<file path="config.mk">
export PLATFORM = sky130hd
export DESIGN_NAME = cfgl_div_cell
export DESIGN_NICKNAME = d
export VERILOG_FILES = /design/src/sv/cfgl_pkg.sv /design/src/sv/cfgl_div_cell.sv
export SDC_FILE = /design/constraint.sdc
export NUM_CORES = 1
export LEC_CHECK = 0
export BUFFER_PORTS_ARGS = -buffer_cell sky130_fd_sc_hd__buf_2
export CAP_MARGIN = 5
export CORE_ASPECT_RATIO = 1.25
export CORE_MARGIN = 2
export CORE_UTILIZATION = 52
export DETAILED_ROUTE_END_ITERATION = 7
export HOLD_SLACK_MARGIN = 0.05
export PLACE_DENSITY = 0.86
export SLEW_MARGIN = 5
export SYNTH_ARGS = -nofsm -noshare
export SYNTH_HDL_FRONTEND = slang
export SYNTH_SLANG_ARGS = --single-unit
export TNS_END_PERCENT = 20
</file>
<file path="constraint.sdc">
create_clock -name clk_i -period 1 [get_ports clk_i]
set_input_delay 0.05 -clock clk_i [delete_from_list [all_inputs] [get_ports clk_i]]
set_output_delay 0.05 -clock clk_i [all_outputs]
set_load 0.005 [all_outputs]
</file>
<file path="src/sv/cfgl_pkg.sv">
`timescale 1ns / 1ps
// Shared types and constants of the cube face grid location block.
// No dependencies; every other file imports this package.
package cfgl_pkg;

  localparam int CoordWidth     = 24;
  localparam int CfgWidth       = 13;
  localparam int IdxWidth       = 12;
  localparam int FaceWidth      = 3;
  localparam int MaxGridDefault = 4096;
  localparam logic [CfgWidth-1:0] GridSizeReset = CfgWidth'(256);

  typedef enum logic [FaceWidth-1:0] {
    FacePosX = 3'd0,
    FaceNegX = 3'd1,
    FacePosY = 3'd2,
    FaceNegY = 3'd3,
    FacePosZ = 3'd4,
    FaceNegZ = 3'd5
  } cfgl_face_e;

  typedef struct packed {
    logic signed [CoordWidth-1:0] dir_x;
    logic signed [CoordWidth-1:0] dir_y;
    logic signed [CoordWidth-1:0] dir_z;
  } cfgl_dir_t;

  typedef struct packed {
    logic                 valid_res;
    logic [FaceWidth-1:0] face;
    logic [IdxWidth-1:0]  grid_col;
    logic [IdxWidth-1:0]  grid_row;
  } cfgl_res_t;

  // Control that rides alongside the payload through the pipeline.
  typedef struct packed {
    logic                 vld;
    logic                 nz;
    logic [FaceWidth-1:0] face;
  } cfgl_side_t;

endpackage

</file>
<file path="src/sv/cfgl_div_cell.sv">
`timescale 1ns / 1ps
// One cell of the restoring divider chain: resolves one quotient bit for
// the column and the row division. Depends on cfgl_pkg.
module cfgl_div_cell import cfgl_pkg::*; #(
  parameter int ProdW = 38,
  parameter int DivW  = 25,
  parameter int QuoW  = 13,
  parameter int Bit   = 0
) (
  input  logic             clk_i,
  input  logic             rst_ni,
  input  cfgl_side_t       side_i,
  input  logic [ProdW-1:0] rem_col_i,
  input  logic [ProdW-1:0] rem_row_i,
  input  logic [DivW-1:0]  div_i,
  input  logic [QuoW-1:0]  q_col_i,
  input  logic [QuoW-1:0]  q_row_i,
  input  logic [QuoW-1:0]  size_i,
  output cfgl_side_t       side_o,
  output logic [ProdW-1:0] rem_col_o,
  output logic [ProdW-1:0] rem_row_o,
  output logic [DivW-1:0]  div_o,
  output logic [QuoW-1:0]  q_col_o,
  output logic [QuoW-1:0]  q_row_o,
  output logic [QuoW-1:0]  size_o
);

  logic [ProdW-1:0] div_ext, div_sh;
  logic             ge_col, ge_row;
  logic [QuoW-1:0]  q_col_d, q_row_d;
  logic             vld_q;
  cfgl_side_t       side_q;
  logic [ProdW-1:0] rem_col_q, rem_row_q;
  logic [DivW-1:0]  div_q;
  logic [QuoW-1:0]  q_col_q, q_row_q, size_q;

  assign div_ext = ProdW'(div_i);
  assign div_sh  = div_ext << Bit;
  assign ge_col  = (rem_col_i >> Bit) >= div_ext;
  assign ge_row  = (rem_row_i >> Bit) >= div_ext;

  // Insert this cell's quotient bit into the partial quotients.
  always_comb begin
    q_col_d      = q_col_i;
    q_row_d      = q_row_i;
    q_col_d[Bit] = ge_col;
    q_row_d[Bit] = ge_row;
  end

  always_ff @(posedge clk_i or negedge rst_ni) begin
    if (!rst_ni) begin
      vld_q <= 1'b0;
    end else begin
      vld_q <= side_i.vld;
    end
  end

  always_ff @(posedge clk_i) begin
    side_q    <= side_i;
    rem_col_q <= ge_col ? (rem_col_i - div_sh) : rem_col_i;
    rem_row_q <= ge_row ? (rem_row_i - div_sh) : rem_row_i;
    q_col_q   <= q_col_d;
    q_row_q   <= q_row_d;
    div_q     <= div_i;
    size_q    <= size_i;
  end

  assign side_o    = '{vld: vld_q, nz: side_q.nz, face: side_q.face};
  assign rem_col_o = rem_col_q;
  assign rem_row_o = rem_row_q;
  assign div_o     = div_q;
  assign q_col_o   = q_col_q;
  assign q_row_o   = q_row_q;
  assign size_o    = size_q;

endmodule

</file>
==> results of run 1 <==
## logic make-up after synthesis
kind of cell | Yosys count
xor gates and xnor gates | 63
AOI/OAI and AO/OA | 204
and+or+nand+nor | 236
DFF | 145
muxes | 4
buffers and inverters | 67
adders and majority gates | 52
## stage by stage
step | setup TNS [ns] | util | hold WS, ns | setup slack [ns]
global placement | -109.94 | 0.796 | -0.167 | -1.65
floorplan | -90.66 | - | -0.246 | -1.28
detailed placement | -114.35 | 0.796 | -0.166 | -1.75
## Yosys cell counts, types with 15 or more instances
cell	instances
ha_1	50
clkbuf_1	15
nand4_1	17
nand3_1	17
nor3_1	19
o21ai_0	56
a21o_1	20
a21oi_1	63
xor2_1	26
nand2_1	83
nor2_1	51
dfxtp_1	144
inv_1	41
xnor2_1	37
==> impl_metrics.env, run 1 <==
export IMPL_synth_nets=970
export IMPL_place_area_um2=10200
export IMPL_synth_area_mux_share=0.00621
export IMPL_yosysTopAreaCellShare=0.421
export IMPL_clock_sinks=145
export IMPL_cts_max_path_buffers=2
export IMPL_num_rows=46
export IMPL_htree_levels=4
export IMPL_cts_buffers=17
export IMPL_ys_flop_type="dfxtp_1"
export IMPL_synth_async_reset_ratio=0.00690
export IMPL_placed_cells=1427
export IMPL_cts_hold_buf=145
export IMPL_synthAdderAreaFrac=0.0972
export IMPL_synth_xor_area_frac=0.0806
export IMPL_synth_edff_count=0
export IMPL_die_w_um=107
export IMPL_cts_setup_buffers=26
export IMPL_initial_core_util=0.536
export IMPL_lastStage="clock tree synthesis (4_1_cts)"
export IMPL_synth_seq_cells=145
export IMPL_synth_compound_area_share=0.186
export IMPL_synth_distinct_cells=62
export IMPL_ctsResizeCount=178
export IMPL_place_congestion=0.947
export IMPL_synth_top_family_by_area="compound AO/OA/AOI/OAI gates"
export IMPL_dieHeight_um=132
export IMPL_outcome="did not finish"
export IMPL_netlist_instances=771
export IMPL_yosys_warnings=0
export IMPL_cts_root_buf="clkbuf_16"
export IMPL_yosys_area_top_type="dfxtp_1"
export IMPL_synth_simple_gate_area_frac=0.166
export IMPL_synth_area_um2=6850
export IMPL_synth_area_leaders="dfxtp_1 (42%), ha_1 (9.1%), xnor2_1 (4.7%), a21oi_1 (4.6%), nand2_1 (4.5%)"
export IMPL_dp_hpwl_um=19800
export IMPL_error="[ERROR DPL-0038] Utilization greater than 100%, impossible to legalize"
export IMPL_pin_count=292
export IMPL_avgSynthCellArea_um2=8.88
export IMPL_portBuffers=289
export IMPL_synth_seq_area_share=0.425
==> inputs of run 2 (changes only) <==
--- a/config.mk
+++ b/config.mk
@@ -7,12 +7,10 @@
 export LEC_CHECK = 0
 export BUFFER_PORTS_ARGS = -buffer_cell sky130_fd_sc_hd__buf_2
 export CAP_MARGIN = 5
-export CORE_ASPECT_RATIO = 1.25
 export CORE_MARGIN = 2
-export CORE_UTILIZATION = 52
+export CORE_UTILIZATION = 40
 export DETAILED_ROUTE_END_ITERATION = 7
-export HOLD_SLACK_MARGIN = 0.05
-export PLACE_DENSITY = 0.86
+export PLACE_DENSITY_LB_ADDON = 0.15
 export SLEW_MARGIN = 5
 export SYNTH_ARGS = -nofsm -noshare
 export SYNTH_HDL_FRONTEND = slang
==> impl_metrics.env, run 2 <==
export IMPL_cp_end_kind="flop"
export IMPL_maxSlewHeadroom=0.658
export IMPL_final_core_util=0.799
export IMPL_fin_tns_setup_ns=-72.70
export IMPL_synth_seq_area_share=0.425
export IMPL_cts_max_path_buffers=2
export IMPL_pwr_share_clk=0.350
export IMPL_layout_common_cells="buf_2 (282), buf_4 (228), dlygate4sd3_1 (146)"
export IMPL_setup_viol=78
export IMPL_synth_area_leaders="dfxtp_1 (42%), ha_1 (9.1%), xnor2_1 (4.7%), a21oi_1 (4.6%), nand2_1 (4.5%)"
export IMPL_place_congestion=0.853
export IMPL_fin_crit_sh=2.06
export IMPL_htree_levels=4
export IMPL_wl_per_cell_um=16.7
export IMPL_synth_distinct_cells=62
export IMPL_rsz0062_at_grt="yes"
export IMPL_slowest_stage="fa_2"
export IMPL_core_um2=16600
export IMPL_critPathKind="input pin to flop"
export IMPL_ant_nets=0
export IMPL_final_common_cell="buf_2"
export IMPL_peakVddDrop_mv=1.22
export IMPL_initial_core_util=0.412
export IMPL_whs_path_depth=4
export IMPL_arrival_ns=2.38
export IMPL_synth_commonest_cells="dfxtp_1 (144), nand2_1 (83), a21oi_1 (63), o21ai_0 (56), nor2_1 (51)"
export IMPL_crit_required_ns=1.32
export IMPL_crit_path_end="rem_row_o[1]"
export IMPL_nNetsFinal=1650
export IMPL_cp_cell_sequence="buf_8, inv_12, ha_4, buf_6, inv_4, fa_2, a21o_1, a311o_1, a211oi_2, o21ai_2, a21oi_4, buf_6, mux2_4"
export IMPL_powerDensity_nw_per_um2=1400
export IMPL_synth_edff_count=0
export IMPL_num_rows=47
export IMPL_die_area_um2=18200
export IMPL_die_w_um=135
export IMPL_yosys_area_top_type="dfxtp_1"
export IMPL_syn2layout_area_growth_pct=94.1
export IMPL_grt_pass1_wl_um=42000
export IMPL_synth_area_mux_share=0.00621
export IMPL_switchingPower_mw=5.79
export IMPL_n_fill_cell=1026
export IMPL_clk_pin_slew_ns=0.07
export IMPL_wirelength_um=28200
export IMPL_sw_frac_of_total=0.311
export IMPL_portBuffers=289
export IMPL_netlist_instances=771
export IMPL_cap_violations=0
export IMPL_final_seq_area_um2=2910
export IMPL_first_iter_violations=418
export IMPL_seq_power_share=0.356
export IMPL_grt_max_degree=19
export IMPL_crit_start="rem_row_i[0]"
export IMPL_clock_sinks=145
export IMPL_grt_pass1_vias=8453
export IMPL_grt_use_total=0.296
export IMPL_synthAdderAreaFrac=0.0972
export IMPL_cts_buffers=17
export IMPL_synth_compound_area_share=0.186
export IMPL_p_total_mw=18.6
export IMPL_yosys_warnings=0
export IMPL_n_antenna_cell=0
export IMPL_avgSynthCellArea_um2=8.88
export IMPL_cts_tree="yes"
export IMPL_synth_top_family_by_area="compound AO/OA/AOI/OAI gates"
export IMPL_dr_pass1_iters=4
export IMPL_path_common_cell="buf_6"
export IMPL_min_period_ns=2.06
export IMPL_postLayoutSetupSlackWorst_ns=-1.06
export IMPL_final_hold_viol_count=0
export IMPL_overflow=0
export IMPL_cpPeakStageDelay_ns=0.33
export IMPL_synth_nets=970
export IMPL_p_int_mw=12.8
export IMPL_synth_xor_area_frac=0.0806
export IMPL_yosysTopAreaCellShare=0.421
export IMPL_antenna_found_initial=0
export IMPL_pin_count=292
export IMPL_combPwrFrac=0.294
export IMPL_hp_class="input pin to flop"
export IMPL_synth_simple_gate_area_frac=0.166
export IMPL_cts_root_buf="clkbuf_16"
export IMPL_worst_slew_pin_slew_ns=0.509
export IMPL_synth_area_um2=6850
export IMPL_dieHeight_um=135
export IMPL_drv_slew=0
export IMPL_synth_async_reset_ratio=0.00690
export IMPL_multi_input_area_um2=4340
export IMPL_p_leak_nw=6.29
export IMPL_routed_via_density=4.99
export IMPL_ys_flop_type="dfxtp_1"
export IMPL_final_instance_count_excl_fill=1684
export IMPL_dp_hpwl_um=18300
export IMPL_outcome="complete, but fails checks"
export IMPL_synth_seq_cells=145
export IMPL_drc_errors=0
export IMPL_via_count=8397
export IMPL_fmax_mhz=485
export IMPL_placed_cells=1484
export IMPL_drive_gt1_frac=0.484
export IMPL_violations="setup timing"
export IMPL_cp_max_fo=5
export IMPL_synth_most_common_cell="dfxtp_1"
export IMPL_start_kind="input pin"
==> run 2: cell counts after synthesis <==
No cell type changed its count.
==> run 2: layout make-up <==
cell class,instances,share of cell area
clock inverters,15,0.0139
flip-flops and latches,145,0.219
well taps,220,0.0207
multi-input cells,559,0.326
inverters,42,0.0137
repair buffers,686,0.374
clock buffers,17,0.0320
==> run 2: worst max-delay path, delay by kind of cell <==
kind | cells | cell delay (ns)
compound gates | 5 | 1.14
fa+ha+maj | 2 | 0.45
buf+inv | 5 | 0.44
mux | 1 | 0.30
==> run 2: cells by family after synthesis <==
logic type	Yosys count
XOR/XNOR	63
flip-flops	145
adder cells (fa/ha/maj)	52
AND/OR/NAND/NOR	236
AO/OA/AOI/OAI	204
buffers and inverters	67
multiplexers	4
==> run 2: how the worst min path moves through the flow <==
| stage | from | end | slack, ns |
|---|---|---|---|
| after floorplan | rst_ni | vld_q | -0.25 |
| after global placement | rst_ni | vld_q | -0.18 |
| after detailed placement | rst_ni | vld_q | -0.17 |
| after CTS | div_i[0] | div_o[0] | -0.26 |
| after global routing | rem_col_i[29] | rem_col_o[36] | 0.03 |
| final | rem_col_i[30] | rem_col_o[32] | 0.01 |
==> run 2: routing by layer <==
layer | part of all wire | global-route usage
met1 | 0.41 | 0.359
met2 | 0.49 | 0.516
met3 | 0.065 | 0.0631
met4 | 0.044 | 0.109
met5 | 0 | 0
==> run 2: timing repair <==
item                                   in CTS  in global routing
gates cloned                                3                  1
buffers inserted                           11                  7
hold buffers                              143                  3
setup endpoints to repair                  80                 80
endpoints found under the hold margin     143                  2
pin swaps                                  51                 38
gates resized for setup                   110                 98
==> run 2: power groups by stage <==
stage          combinational, mW  clock, mW  sequential [mW]
4_1_cts                     5.05       6.53             6.60
3_5_place_dp                4.36          0             6.71
5_1_grt                     5.90       6.85             6.67
6_report                    5.45       6.51             6.61
3_3_place_gp                4.34          0             6.71
2_1_floorplan               1.81          0             6.84
==> run 2: metrics by stage <==
step / hold slack, ns / setup WS, ns / instance area [µm²]
floorplan: -0.246 / -1.28 / 6920
global placement: -0.175 / -1.61 / 10300
detailed placement: -0.175 / -1.63 / 10300
CTS: -0.255 / -1.03 / 12800
global route: 0.0257 / -1.18 / 13300
finish: 0.0128 / -1.06 / 13300
Note: power is estimated with default switching activity, not from simulation.
