`src/sv/cfgl_pkg.sv`:
```
`timescale 1ns / 1ps
// Shared types and constants of the cube face grid location block.
// No dependencies; every other file imports this package.
package cfgl_pkg;

  localparam int CoordWidth     = 24;
  localparam int CfgWidth       = 13;
  localparam int IdxWidth       = 12;
  localparam int FaceWidth      = 3;
  localparam int MaxGridDefault = 4096;
  localparam logic [CfgWidth-1:0] GridSizeReset = CfgWidth'(256);

  typedef enum logic [FaceWidth-1:0] {
    FacePosX = 3'd0,
    FaceNegX = 3'd1,
    FacePosY = 3'd2,
    FaceNegY = 3'd3,
    FacePosZ = 3'd4,
    FaceNegZ = 3'd5
  } cfgl_face_e;

  typedef struct packed {
    logic signed [CoordWidth-1:0] dir_x;
    logic signed [CoordWidth-1:0] dir_y;
    logic signed [CoordWidth-1:0] dir_z;
  } cfgl_dir_t;

  typedef struct packed {
    logic                 valid_res;
    logic [FaceWidth-1:0] face;
    logic [IdxWidth-1:0]  grid_col;
    logic [IdxWidth-1:0]  grid_row;
  } cfgl_res_t;

  // Control that rides alongside the payload through the pipeline.
  typedef struct packed {
    logic                 vld;
    logic                 nz;
    logic [FaceWidth-1:0] face;
  } cfgl_side_t;

endpackage

```
`src/sv/cfgl_face_sel.sv`:
```
`timescale 1ns / 1ps
// Front stage: major axis pick, face code and the two index numerators.
// Depends on cfgl_pkg.
module cfgl_face_sel import cfgl_pkg::*; #(
  parameter int SizeW = 13
) (
  input  logic                  clk_i,
  input  logic                  rst_ni,
  input  logic                  vld_i,
  input  cfgl_dir_t             dir_i,
  input  logic [SizeW-1:0]      size_i,
  output cfgl_side_t            side_o,
  output logic [CoordWidth-1:0] major_o,
  output logic [CoordWidth:0]   num_col_o,
  output logic [CoordWidth:0]   num_row_o,
  output logic [SizeW-1:0]      size_o
);

  localparam int CW = CoordWidth;

  logic [CW-1:0]        ax, ay, az, major;
  logic signed [CW-1:0] col_src, row_src;
  logic                 col_neg, row_neg;
  cfgl_face_e           face;

  logic                 vld_q;
  logic                 nz_q;
  cfgl_face_e           face_q;
  logic [CW-1:0]        major_q;
  logic [CW:0]          num_col_q, num_row_q;
  logic [SizeW-1:0]     size_q;

  // m + a or m - a; the result lies in [0, 2m].
  function automatic logic [CW:0] numer(input logic [CW-1:0] m,
                                        input logic signed [CW-1:0] src,
                                        input logic neg);
    logic signed [CW+1:0] mx;
    logic signed [CW+1:0] sx;
    logic signed [CW+1:0] r;
    mx = $signed({2'b00, m});
    sx = {{2{src[CW-1]}}, src};
    r  = neg ? (mx - sx) : (mx + sx);
    return r[CW:0];
  endfunction

  function automatic logic [CW-1:0] mag(input logic signed [CW-1:0] v);
    return v[CW-1] ? CW'(~$unsigned(v) + 1'b1) : $unsigned(v);
  endfunction

  always_comb begin
    ax = mag(dir_i.dir_x);
    ay = mag(dir_i.dir_y);
    az = mag(dir_i.dir_z);
    // Ties go to x, then y, then z.
    if (ax >= ay && ax >= az) begin
      major   = ax;
      row_src = dir_i.dir_z;
      row_neg = 1'b0;
      col_src = dir_i.dir_y;
      if (dir_i.dir_x[CW-1]) begin
        face    = FaceNegX;
        col_neg = 1'b1;
      end else begin
        face    = FacePosX;
        col_neg = 1'b0;
      end
    end else if (ay >= az) begin
      major   = ay;
      row_src = dir_i.dir_z;
      row_neg = 1'b0;
      col_src = dir_i.dir_x;
      if (dir_i.dir_y[CW-1]) begin
        face    = FaceNegY;
        col_neg = 1'b0;
      end else begin
        face    = FacePosY;
        col_neg = 1'b1;
      end
    end else begin
      major   = az;
      col_src = dir_i.dir_x;
      col_neg = 1'b1;
      row_src = dir_i.dir_y;
      if (dir_i.dir_z[CW-1]) begin
        face    = FaceNegZ;
        row_neg = 1'b0;
      end else begin
        face    = FacePosZ;
        row_neg = 1'b1;
      end
    end
  end

  always_ff @(posedge clk_i or negedge rst_ni) begin
    if (!rst_ni) begin
      vld_q <= 1'b0;
    end else begin
      vld_q <= vld_i;
    end
  end

  always_ff @(posedge clk_i) begin
    nz_q      <= (ax | ay | az) != '0;
    face_q    <= face;
    major_q   <= major;
    num_col_q <= numer(major, col_src, col_neg);
    num_row_q <= numer(major, row_src, row_neg);
    size_q    <= size_i;
  end

  assign side_o    = '{vld: vld_q, nz: nz_q, face: face_q};
  assign major_o   = major_q;
  assign num_col_o = num_col_q;
  assign num_row_o = num_row_q;
  assign size_o    = size_q;

endmodule

```
`config.mk`:
```
export PLATFORM = sky130hd
export DESIGN_NAME = cfgl_face_sel
export DESIGN_NICKNAME = d
export VERILOG_FILES = /design/src/sv/cfgl_pkg.sv /design/src/sv/cfgl_face_sel.sv
export SDC_FILE = /design/constraint.sdc
export NUM_CORES = 1
export LEC_CHECK = 0
export BUFFER_PORTS_ARGS = -buffer_cell sky130_fd_sc_hd__buf_2
export CORE_MARGIN = 8
export CORE_UTILIZATION = 59
export CTS_BUF_LIST = sky130_fd_sc_hd__clkbuf_2 sky130_fd_sc_hd__clkbuf_4 sky130_fd_sc_hd__clkbuf_8
export DETAILED_ROUTE_END_ITERATION = 7
export GPL_ROUTABILITY_DRIVEN = 0
export PLACE_DENSITY = 0.86
export REMOVE_ABC_BUFFERS = 1
export SYNTH_ARGS = -nofsm -noshare
export SYNTH_HDL_FRONTEND = slang
export SYNTH_SLANG_ARGS = --single-unit
```
`constraint.sdc`:
```
create_clock -name clk_i -period 0.8 [get_ports clk_i]
set_clock_uncertainty 0.1 [all_clocks]
set_input_delay 0.12 -clock clk_i [delete_from_list [all_inputs] [get_ports clk_i]]
set_output_delay 0.12 -clock clk_i [all_outputs]
set_load 0.01 [all_outputs]
```
==> results of run 1 <==
## per-stage QoR
step,setup slack [ns],instance area [um2],util (%)
after floorplan,-7.820,9983,-
after global placement,-6.762,14340,83.49
after detailed placement,-7.714,14340,83.49
after CTS,-6.314,16120,93.85
## logic make-up after synthesis
| family | Yosys count | share of synthesized area [%] |
|---|---|---|
| AO/OA/AOI/OAI | 300 | 19.30 |
| XOR/XNOR | 171 | 14.72 |
| flip-flops | 92 | 17.88 |
| AND/OR/NAND/NOR | 418 | 19.87 |
| multiplexers | 46 | 4.532 |
| adder cells (fa/ha/maj) | 144 | 17.53 |
| buffers and inverters | 141 | 6.155 |
## layer usage
metal / overflow / track usage [%]
met3: 2 / 68.61
met5: 1 / 37.29
met4: 53 / 79.04
met2: 57 / 90.82
met1: 10 / 77.82
## timing repair
item                                   CTS
setup endpoints to repair              170
resized for setup                      246
endpoints found under the hold margin   15
pin swaps                               87
cloned                                   1
setup buffers                           44
hold buffers                            16
==> impl_metrics.py, run 1 <==
metrics = {
    "status": {
        "status": "stopped before the end",
        "stop_stage": "global routing",
        "stop_error": "[ERROR GRT-0116] Global routing finished with congestion. Check the congestion regions in the DRC Viewer.",
    },
    "yosys": {
        "syn_area_mm2": 0.01033,
        "synth.area.top_cells": "dfxtp_1 18%, ha_1 17%, xor2_1 7.6%",
        "yosysTopAreaCell": "dfxtp_1",
        "ys_seq_area_share_pct": 17.88,
        "synth-seq-cells": 92,
        "synthFlopType": "dfxtp_1",
        "synth_most_common_cell": "ha_1",
        "synth.avg_cell_area_um2": 7.871,
        "synth_top_area_share_pct": 17.64,
        "yosysWarnings": 0,
        "synthTopCellsByCount": "139 x ha_1, 114 x nor2_1, 109 x nand2_1",
        "synth-edff-count": 0,
        "ys_types": 84,
        "synth-async-reset-ratio_pct": 1.087,
        "synthCells": 1312,
    },
    "global_route": {
        "grt_pass1_wl_mm": 131.1,
        "overflow": 123,
        "grt_util_all_layers_pct": 78.59,
        "grt_max_degree": 43,
        "grt_pass1_vias": 19160,
    },
    "floorplan": {
        "die_w_um": 148.3,
        "rows": 48,
        "ioPinCount": 180,
        "die_h_um": 148.3,
        "initial_core_util_pct": 60.12,
    },
    "placement": {
        "place_inst": 2074,
        "dp_hpwl_mm": 38.36,
        "port_buffers": 179,
    },
    "clock_tree": {
        "clock_sinks": 92,
        "cts_buffers": 9,
        "clockBufferDepth": 2,
        "cts-root-buf": "clkbuf_8",
        "htreeDepth": 3,
    },
}
==> inputs of run 2 (changes only) <==
CORE_UTILIZATION = 40   (was 59)
CTS_BUF_LIST = not set   (was sky130_fd_sc_hd__clkbuf_2 sky130_fd_sc_hd__clkbuf_4 sky130_fd_sc_hd__clkbuf_8)
PLACE_DENSITY = not set   (was 0.86)
PLACE_DENSITY_LB_ADDON = 0.15   (was not set)
==> run 2 against run 1 <==
The flow now finishes, with violations (negative setup slack). Synthesized area did not move. Synthesized cell count unchanged.
==> impl_metrics.py, run 2 <==
metrics = {
    "status": {
        "status": "finished with violations",
        "violations": "negative setup slack",
    },
    "finish": {
        "final_common_cell": "buf_4",
        "mostFrequentLayoutCells": "471 x buf_4, 170 x buf_2, 121 x ha_1",
        "seq_area_mm2": 0.001856,
        "fin_nets": 2243,
        "antennaDiodeCount": 0,
        "multi_input_area_mm2": 0.009454,
        "drive_above_1_share_pct": 51.02,
        "stdcell_area_mm2": 0.01823,
        "area_delta_synth_final_pct": 76.58,
        "fillers": 1871,
    },
    "floorplan": {
        "ioPinCount": 180,
        "rows": 59,
        "core_area_mm2": 0.02569,
        "initial_core_util_pct": 40.20,
        "dieArea_mm2": 0.03121,
        "die_h_um": 176.7,
        "die_w_um": 176.7,
    },
    "setup_path": {
        "worstPathRequired_ns": 0.94,
        "arrival_ns": 7.05,
        "cp-end-kind": "flip-flop",
        "max_stage_delay_ns": 0.44,
        "critical_path_class": "primary input to flip-flop",
        "cp_common_cell": "buf_6",
        "slowest_stage": "a2111oi_4",
        "crit_fanout": 6,
        "critPathLaunchType": "primary input",
    },
    "sta": {
        "finalHoldViolCount": 0,
        "worst_slack_ns": -6.113,
        "min_period_ns": 6.913,
        "clock.fmax_mhz": 144.7,
        "setup_viol_count_final": 170,
        "setup_tns_ns": -387.58,
        "drv_slew": 0,
        "fin_crit_sh_pct": 864.1,
        "relSlewSlack_pct": 60.24,
        "tightest_slew_ns": 0.5922,
        "rsz0062_at_grt": "true",
    },
    "worst_hold_path": {
        "hold_path_class": "primary input to flip-flop",
        "worstHoldPathCells": 4,
        "hp-start": "dir_i[71]",
        "min_to": "face_q[0]$_DFF_P_",
    },
    "pwr": {
        "p_leak_nw": 8.613,
        "seq_power_share_pct": 13.3,
        "power_density_mw_per_mm2": 2963,
        "p_sw_w": 0.02324,
        "swShare_pct": 43.03,
        "internal_power_w": 0.03078,
        "comb_power_share_pct": 78.2,
        "p_clk_share_pct": 8.5,
        "ir_drop_mv": 2.104,
    },
    "routing": {
        "wirelength_mm": 47.23,
        "first_pass_iters": 6,
        "postRouteAntennaNets": 0,
        "routed_via_density": 5.500,
        "vias": 12950,
        "drt_iter0_drc": 1367,
        "drc_errors": 0,
        "wl_per_cell_um": 20.06,
    },
    "placement": {
        "dp_hpwl_mm": 34.02,
        "dpl_cell_area_mm2": 0.01480,
        "port_buffers": 179,
    },
    "clock_tree": {
        "cts_tree": "built",
        "htreeDepth": 3,
        "clockBufferDepth": 2,
        "cts_buffers": 9,
        "cts-root-buf": "clkbuf_16",
        "cts.reportedPaths.clkPinSlew_ns": 0.08,
        "clock_sinks": 92,
    },
    "yosys": {
        "synthFlopType": "dfxtp_1",
        "synth-async-reset-ratio_pct": 1.087,
        "synth.avg_cell_area_um2": 7.871,
        "ys_types": 84,
        "synthTopCellsByCount": "139 x ha_1, 114 x nor2_1, 109 x nand2_1",
        "synth-edff-count": 0,
        "syn_area_mm2": 0.01033,
        "synthCells": 1312,
        "synth-seq-cells": 92,
        "ys_seq_area_share_pct": 17.88,
        "synth_most_common_cell": "ha_1",
        "yosysTopAreaCell": "dfxtp_1",
        "yosysWarnings": 0,
        "synth_top_area_share_pct": 17.64,
        "synth.area.top_cells": "dfxtp_1 18%, ha_1 17%, xor2_1 7.6%",
    },
    "global_route": {
        "antenna_found_initial": 1,
        "overflow": 0,
        "grt_util_all_layers_pct": 28.44,
        "grt_pass1_vias": 12920,
        "grt_max_degree": 34,
        "grt_pass1_wl_mm": 70.35,
    },
    "job": {
        "maxCapViolCount": 0,
    },
}
==> run 2: power by group through the flow <==
stage	clock network, W	logic (W)	registers, W
3_3_place_gp	0	0.0298	0.00718
3_5_place_dp	0	0.0301	0.00721
6_report	0.00458	0.0423	0.00719
4_1_cts	0.00468	0.0374	0.00721
5_1_grt	0.00481	0.0450	0.00739
2_1_floorplan	0	0.0149	0.00824
==> run 2: how the worst max path moves through the flow <==
stage	startpoint	endpoint	slack, ns
4_1_cts	dir_i[49]	num_row_o[23]$_DFF_P_	-6.04
5_1_grt	dir_i[49]	num_row_o[23]$_DFF_P_	-6.36
6_report	dir_i[49]	num_row_o[23]$_DFF_P_	-6.11
3_3_place_gp	dir_i[49]	num_row_o[23]$_DFF_P_	-6.95
2_1_floorplan	dir_i[1]	num_row_o[23]$_DFF_P_	-7.82
3_5_place_dp	dir_i[49]	num_row_o[23]$_DFF_P_	-7.13
==> run 2: logic make-up (layout without fill, tap and decap cells) <==
kind of cell / Yosys count / after routing / share of synthesized area (%)
buf+inv: 141 / 848 / 6.155
mux: 46 / 46 / 4.532
simple gates: 418 / 418 / 19.87
fa+ha+maj: 144 / 144 / 17.53
compound gates: 300 / 300 / 19.30
xor+xnor: 171 / 171 / 14.72
flops: 92 / 92 / 17.88
==> run 2: area by class of cell <==
type,instances,share of cell area (%)
inverter,78,1.647
sequential,92,10.18
multi-input combinational,1079,51.85
clock buffer,9,1.235
tap,335,2.299
clock inverter,7,0.4186
timing repair buffer,754,32.37
==> run 2: routing by layer <==
layer  global-route usage (%)  vias up  routed length (um)
li1                         -     6041                   -
met5                        0        -                   0
met3                    4.715      125                4303
met1                    37.36     6119               19840
met2                    46.23      663               21230
met4                    10.23        0                1853
==> run 2: critical path: cells and delay by family <==
kind                       cells  cell delay (ns)
xor gates and xnor gates       3             0.44
AOI/OAI and AO/OA              9             2.29
and+or+nand+nor               19             2.86
adders and majority gates      3             0.69
buffers and inverters          6             0.63
==> run 2: metrics by stage <==
stage	power (W)	hold slack [ns]	utilization (%)	instances	setup slack, ns
floorplan	0.02312	-0.2756	-	1249	-7.820
global placement	0.03698	-0.2054	57.62	2222	-6.950
detailed placement	0.03729	-0.2045	57.62	2222	-7.126
CTS	0.04931	0.1532	67.72	2321	-6.037
global route	0.05722	0.1752	70.98	2354	-6.364
finish	0.05402	0.1590	70.98	2354	-6.113
==> run 2: timing repair <==
item,CTS,global route
endpoints found under the setup margin,170,171
hold endpoints to repair,15,0
hold buffers,16,0
setup buffers,87,56
gates cloned,6,3
gates resized for setup,355,122
pin swaps,139,91
(Power assumes the default switching activity.)
